$ cat src/hw/rtl/tlt_pkg.sv
// Shared types and constants for the tensor layout transpose block.
// No dependencies; imported by the walk and the top level.
`timescale 1ns / 1ps

package tlt_pkg;

	// register field widths
	localparam int DIR_W   = 2;
	localparam int PLANE_W = 13;
	localparam int CHAN_W  = 7;
	localparam int TOTAL_W = PLANE_W + CHAN_W;

	// stream field widths
	localparam int ELEM_IN_W  = 32;
	localparam int ELEM_OUT_W = 32;

	// APB port
	localparam int APB_AW = 4;
	localparam int APB_DW = 32;

	// register indexes (byte address / 4)
	localparam logic [1:0] REG_DIRECTION  = 2'd0;
	localparam logic [1:0] REG_PLANE_SIZE = 2'd1;
	localparam logic [1:0] REG_CHANNELS   = 2'd2;

	// direction codes; anything else reads in order
	localparam logic [DIR_W-1:0] DIR_COPY = 2'd0;
	localparam logic [DIR_W-1:0] DIR_I2P  = 2'd1;
	localparam logic [DIR_W-1:0] DIR_P2I  = 2'd2;

	// item kinds
	localparam logic FUNC_LOAD = 1'b0;
	localparam logic FUNC_REQ  = 1'b1;

	// register reset values
	localparam logic [DIR_W-1:0]   RST_DIRECTION  = DIR_COPY;
	localparam logic [PLANE_W-1:0] RST_PLANE_SIZE = 13'd1;
	localparam logic [CHAN_W-1:0]  RST_CHANNELS   = 7'd1;

	// parameter defaults
	localparam int DEF_MAX_ELEMS    = 4096;
	localparam int DEF_ELEMENT_BITS = 32;
	localparam int DEF_MAX_CHANNELS = 64;

	typedef struct packed {
		logic [DIR_W-1:0]   direction;
		logic [PLANE_W-1:0] plane_size;
		logic [CHAN_W-1:0]  channels;
	} tlt_cfg_t;

	// walk -> store / output pipeline
	typedef struct packed {
		logic wr_en;
		logic rd_en;
		logic ready_res;
		logic last;
	} tlt_ctl_t;

endpackage

$ cat src/hw/rtl/tlt_walk.sv
// Load/emit counters and incremental read address generator.
// Depends on tlt_pkg (config and control structs, direction codes).
`timescale 1ns / 1ps

module tlt_walk #(
	parameter int MAX_ELEMS    = tlt_pkg::DEF_MAX_ELEMS,
	parameter int MAX_CHANNELS = tlt_pkg::DEF_MAX_CHANNELS,
	parameter int AW           = $clog2(MAX_ELEMS)
) (
	input  logic              clk,
	input  logic              arst_n,
	input  tlt_pkg::tlt_cfg_t cfg,
	input  logic              cfg_wr,
	input  logic              in_go,
	input  logic              func,
	output tlt_pkg::tlt_ctl_t ctl,
	output logic [AW-1:0]     wr_addr,
	output logic [AW-1:0]     rd_addr
);

	import tlt_pkg::*;

	localparam int CW = $clog2(MAX_ELEMS + 1);
	localparam int XW = ((CW > TOTAL_W) ? CW : TOTAL_W) + 1;

	logic [CW-1:0] load_q, emit_q, inner_q, outer_q;
	logic [AW-1:0] addr_q;

	logic [XW-1:0] total_x, inner_len, stride;
	logic          shape_ok, full, can_load, ready, is_last, transposed, inner_wrap;
	logic          do_load, do_emit;

	always_comb begin
		total_x  = XW'(cfg.plane_size) * XW'(cfg.channels);
		shape_ok = (total_x != '0) && (total_x <= XW'(MAX_ELEMS))
		           && (XW'(cfg.channels) <= XW'(MAX_CHANNELS));
		full     = shape_ok && (XW'(load_q) == total_x);
		can_load = shape_ok && (XW'(load_q) < total_x);
		ready    = full && (XW'(emit_q) < total_x);
		is_last  = (XW'(emit_q) + XW'(1)) >= total_x;

		transposed = (cfg.channels != CHAN_W'(1))
		             && ((cfg.direction == DIR_I2P) || (cfg.direction == DIR_P2I));
		// I2P: inner walks pixels, stride channels; P2I: inner walks channels, stride plane
		inner_len  = (cfg.direction == DIR_I2P) ? XW'(cfg.plane_size) : XW'(cfg.channels);
		stride     = (cfg.direction == DIR_I2P) ? XW'(cfg.channels) : XW'(cfg.plane_size);
		inner_wrap = (XW'(inner_q) + XW'(1)) >= inner_len;

		do_load = in_go && (func == FUNC_LOAD) && can_load;
		do_emit = in_go && (func == FUNC_REQ) && ready;

		ctl.wr_en     = do_load;
		ctl.rd_en     = do_emit;
		ctl.ready_res = ready;
		ctl.last      = ready && is_last;
	end

	assign wr_addr = AW'(load_q);
	assign rd_addr = addr_q;

	always_ff @(posedge clk or negedge arst_n) begin
		if (!arst_n) begin
			load_q  <= '0;
			emit_q  <= '0;
			inner_q <= '0;
			outer_q <= '0;
			addr_q  <= '0;
		end else if (cfg_wr) begin
			load_q  <= '0;
			emit_q  <= '0;
			inner_q <= '0;
			outer_q <= '0;
			addr_q  <= '0;
		end else begin
			if (do_load) begin
				load_q <= load_q + CW'(1);
			end
			if (do_emit) begin
				if (is_last) begin
					load_q  <= '0;
					emit_q  <= '0;
					inner_q <= '0;
					outer_q <= '0;
					addr_q  <= '0;
				end else begin
					emit_q <= emit_q + CW'(1);
					if (!transposed) begin
						addr_q <= addr_q + AW'(1);
					end else if (inner_wrap) begin
						inner_q <= '0;
						outer_q <= outer_q + CW'(1);
						addr_q  <= AW'(XW'(outer_q) + XW'(1));
					end else begin
						inner_q <= inner_q + CW'(1);
						addr_q  <= AW'(XW'(addr_q) + stride);
					end
				end
			end
		end
	end

endmodule

$ cat config.mk
export PLATFORM = sky130hd
export DESIGN_NAME = tlt_walk
export DESIGN_NICKNAME = d
export VERILOG_FILES = /design/src/hw/rtl/tlt_pkg.sv /design/src/hw/rtl/tlt_walk.sv
export SDC_FILE = /design/constraint.sdc
export NUM_CORES = 1
export LEC_CHECK = 0
export ABC_AREA = 1
export BUFFER_PORTS_ARGS = -buffer_cell sky130_fd_sc_hd__buf_2
export CORE_ASPECT_RATIO = 1.25
export CORE_MARGIN = 2
export CORE_UTILIZATION = 43
export DETAILED_ROUTE_END_ITERATION = 8
export GPL_TIMING_DRIVEN = 1
export PLACE_DENSITY = 0.64
export SKIP_LAST_GASP = 1
export SLEW_MARGIN = 20
export SYNTH_ARGS = -nofsm -noshare
export SYNTH_HDL_FRONTEND = slang
export SYNTH_SLANG_ARGS = --single-unit
$ cat constraint.sdc
create_clock -name clk -period 6.45 [get_ports clk]
set_input_delay 0.3225 -clock clk [delete_from_list [all_inputs] [get_ports clk]]
set_output_delay 0.3225 -clock clk [all_outputs]
set_load 0.05 [all_outputs]
==> metrics <==
status completed; Synth area leaders nand2_1 (16%), dfrtp_1 (16%), ha_1 (14%); Simple-Gate Fraction of Synth Area 32.0%; worst slew pin tran 0.856 ns; Post-DRT Antenna Nets 0; CP required 6.13 ns; top cell type's share of synthesized area 16.2%; # IOs 55; Max rail drop VDD 0.000164 V; Top FF cell, synth dfrtp_1; Post-Synth XOR/XNOR Area 3.51%; multiplexer area fraction after synthesis 0%; Crit Path Max Fanout 9; largest net degree at the start of global routing 64; drt pass-1 iters 5; final max-slew violation count 0; DRC 0; DP HPWL 21.5 mm; DR iter-0 viols 539; GR Util All Layers 22.5%; initial core utilization 43.6%; Worst-path clk slew 0.06 ns; Final Net Count 1736; cell area power density 282 nW/um^2; Synth Area in Adders 24.7%; Max-Cap Viols 0; Hold WC Path Type input pin to async pin; RR Startpoint inner_q[0]; Syn. warnings 0; Clk Latency, worst-skew pair 0.34 ns; crit path time final 6.10 ns; Rel. slew slack 42.9%; vias post-DR 9303; Setup Total Neg Slack 0 ns; sequential share of the synthesized area 15.9%; Wirelength per Cell 14.5 microns; Hold Violations, Final 0; r2r endpoint outer_q[8]; placed cells 1823; Syn Std Cell Area 9940 sq um; flops & latches, synth 63; critical path class input pin to output port; core area 22800 sq um; die width 140 microns; clk sinks 63; vias in the first global route 9132; synthesized area per cell 6.50 sq um; Period Utilization, post-route 94.6%; number of H-tree levels 3; Fmax 164 MHz; Clock Tree Buf Depth 2; ratio of cells with drive above 1 in the final layout 8.77%; syn_nets 1719; final WL 26.7 mm; Commonest cells post-synth nand2_1 (429), inv_1 (314), nand3_1 (114); RePlAce Congestion 0.908; CP arrival 5.78 ns; FFs w/ async S/R, synth 100%; Clock Skew 0.0106 ns; first-pass GRT wire length 44.9 mm; CP endpoint kind output port; most common cell in the synthesized netlist nand2_1; chip height 174 microns; Register-to-Register Path Depth 18; EDFF count, synth 0; compound-gate portion of the synthesized area 8.12%; fin cells 1840; Row Count 62; initial antenna violation count 1; FF-to-FF setup slack 2.68 ns; gr ovfl total 0; Via density 5.06; Mapped Cells 1529; Final setup viols 0; combinational family with the most area after synthesis simple AND/OR/NAND/NOR gates; Area Growth Syn to Fin 7.55%; CTS tree done; dominant cell type by area after synthesis nand2_1; synth unique cells 52; Root Driver clkbuf_16; leak pwr 6.31 nW; IO buf count 54; die area 24400 sq um; total CTS buffers 9; Worst Setup SP cfg[14]; Setup Fix Bufs, Post-CTS 0; startpoint types input pin
-- state kept, by name (all words and copies together), names as in the netlist --
| name | cells |
|---|---|
| emit_q | 13 |
| inner_q | 13 |
| load_q | 13 |
| outer_q | 12 |
| rd_addr | 12 |
-- per-stage QoR --
stage	worst slack (ns)	hold WS (ns)	instance area, sq um	util [%]	power [W]
after floorplan	0.309	0.0269	9950	-	0.00200
after global placement	0.131	0.476	10300	45.3	0.00246
after detailed placement	0.164	0.484	10300	45.3	0.00248
after CTS	0.135	0.199	10600	46.6	0.00301
after global routing	-0.000000888	0.250	10700	46.9	0.00335
final	0.352	0.170	10700	46.9	0.00302
-- worst max-delay path: stages --
cell and delay (ns):
buf_2 0.19, nand2_1 0.09, inv_1 0.06, fa_1 0.59
fa_1 0.45, fa_1 0.56, inv_1 0.06, fa_1 0.53
inv_1 0.05, ha_2 0.38, nand2_2 0.11, nor2_1 0.17
nand3_1 0.13, nand3_1 0.14, nand2_1 0.07, nand2_1 0.14
ha_1 0.28, a21oi_1 0.15, o21a_1 0.15, nand3_1 0.08
nand2_1 0.06, nand2_1 0.07, nand4_1 0.09, nor2_1 0.07
nor2_2 0.13, nand2_2 0.14, nor3_4 0.31, buf_6 0.20
-- what timing repair did --
action | CTS | global route
hold buffers | 0 | 0
resized for setup | 0 | 17
setup endpoints to repair | 0 | 3
-- worst max-delay path by stage --
stage / to / slack [ns] / depth (start not counted)
finish: ctl[2] / 0.35 / 28
global route: ctl[2] / -0.0000009 / 30
CTS: ctl[0] / 0.14 / 28
detailed placement: ctl[0] / 0.16 / 28
global placement: ctl[0] / 0.13 / 30
floorplan: ctl[0] / 0.31 / 30
-- per-layer routing --
layer  up-vias  wire [microns]  share of wire (%)  track usage (%)
met2       219           13400                 50             40.4
met5         -               0                  0                0
met1      4285           11200                 42             27.4
met4         0             821                3.1             7.12
li1       4751               -                  -                -
met3        48            1230                4.6             3.77
-- where the power goes --
| part | switching, W | internal [W] |
|---|---|---|
| sequential | 0.0000353 | 0.000416 |
| combinational | 0.00136 | 0.000687 |
| clock | 0.000211 | 0.000305 |
-- final cells by class --
cell class	count	area, sq um
fillers	2372	12100
multi-input cells	1080	6830
flip-flops and latches	63	1580
inverters	324	1220
repair buffers	68	400
well taps	288	360
clock buffers	9	225
clock inverters	7	80.1
diodes	1	2.50
-- layout by cell type, fill, tap and decap left out, types with 8 or more instances in the layout --
master and instances:
buf_2 47, nand2_1 428, nand2_2 16, fa_1 55, o21ai_1 11, nand4_1 21
inv_1 314, dfrtp_1 63, xor2_1 31, ha_1 106, buf_4 14, a21oi_1 43
nor3_1 33, o21ai_0 52, o21bai_1 8, clkbuf_16 9, o211ai_1 10, nor2_1 95
inv_2 8, nand3_1 114
-- logic make-up (layout without fill, tap and decap cells) --
| group | Yosys count | after routing |
|---|---|---|
| other | 0 | 1 |
| and+or+nand+nor | 736 | 736 |
| buffers and inverters | 386 | 408 |
| adders and majority gates | 163 | 163 |
| AOI/OAI and AO/OA | 142 | 142 |
| xor gates and xnor gates | 39 | 39 |
| DFF | 63 | 63 |
Power figures use the tool's default switching activity.
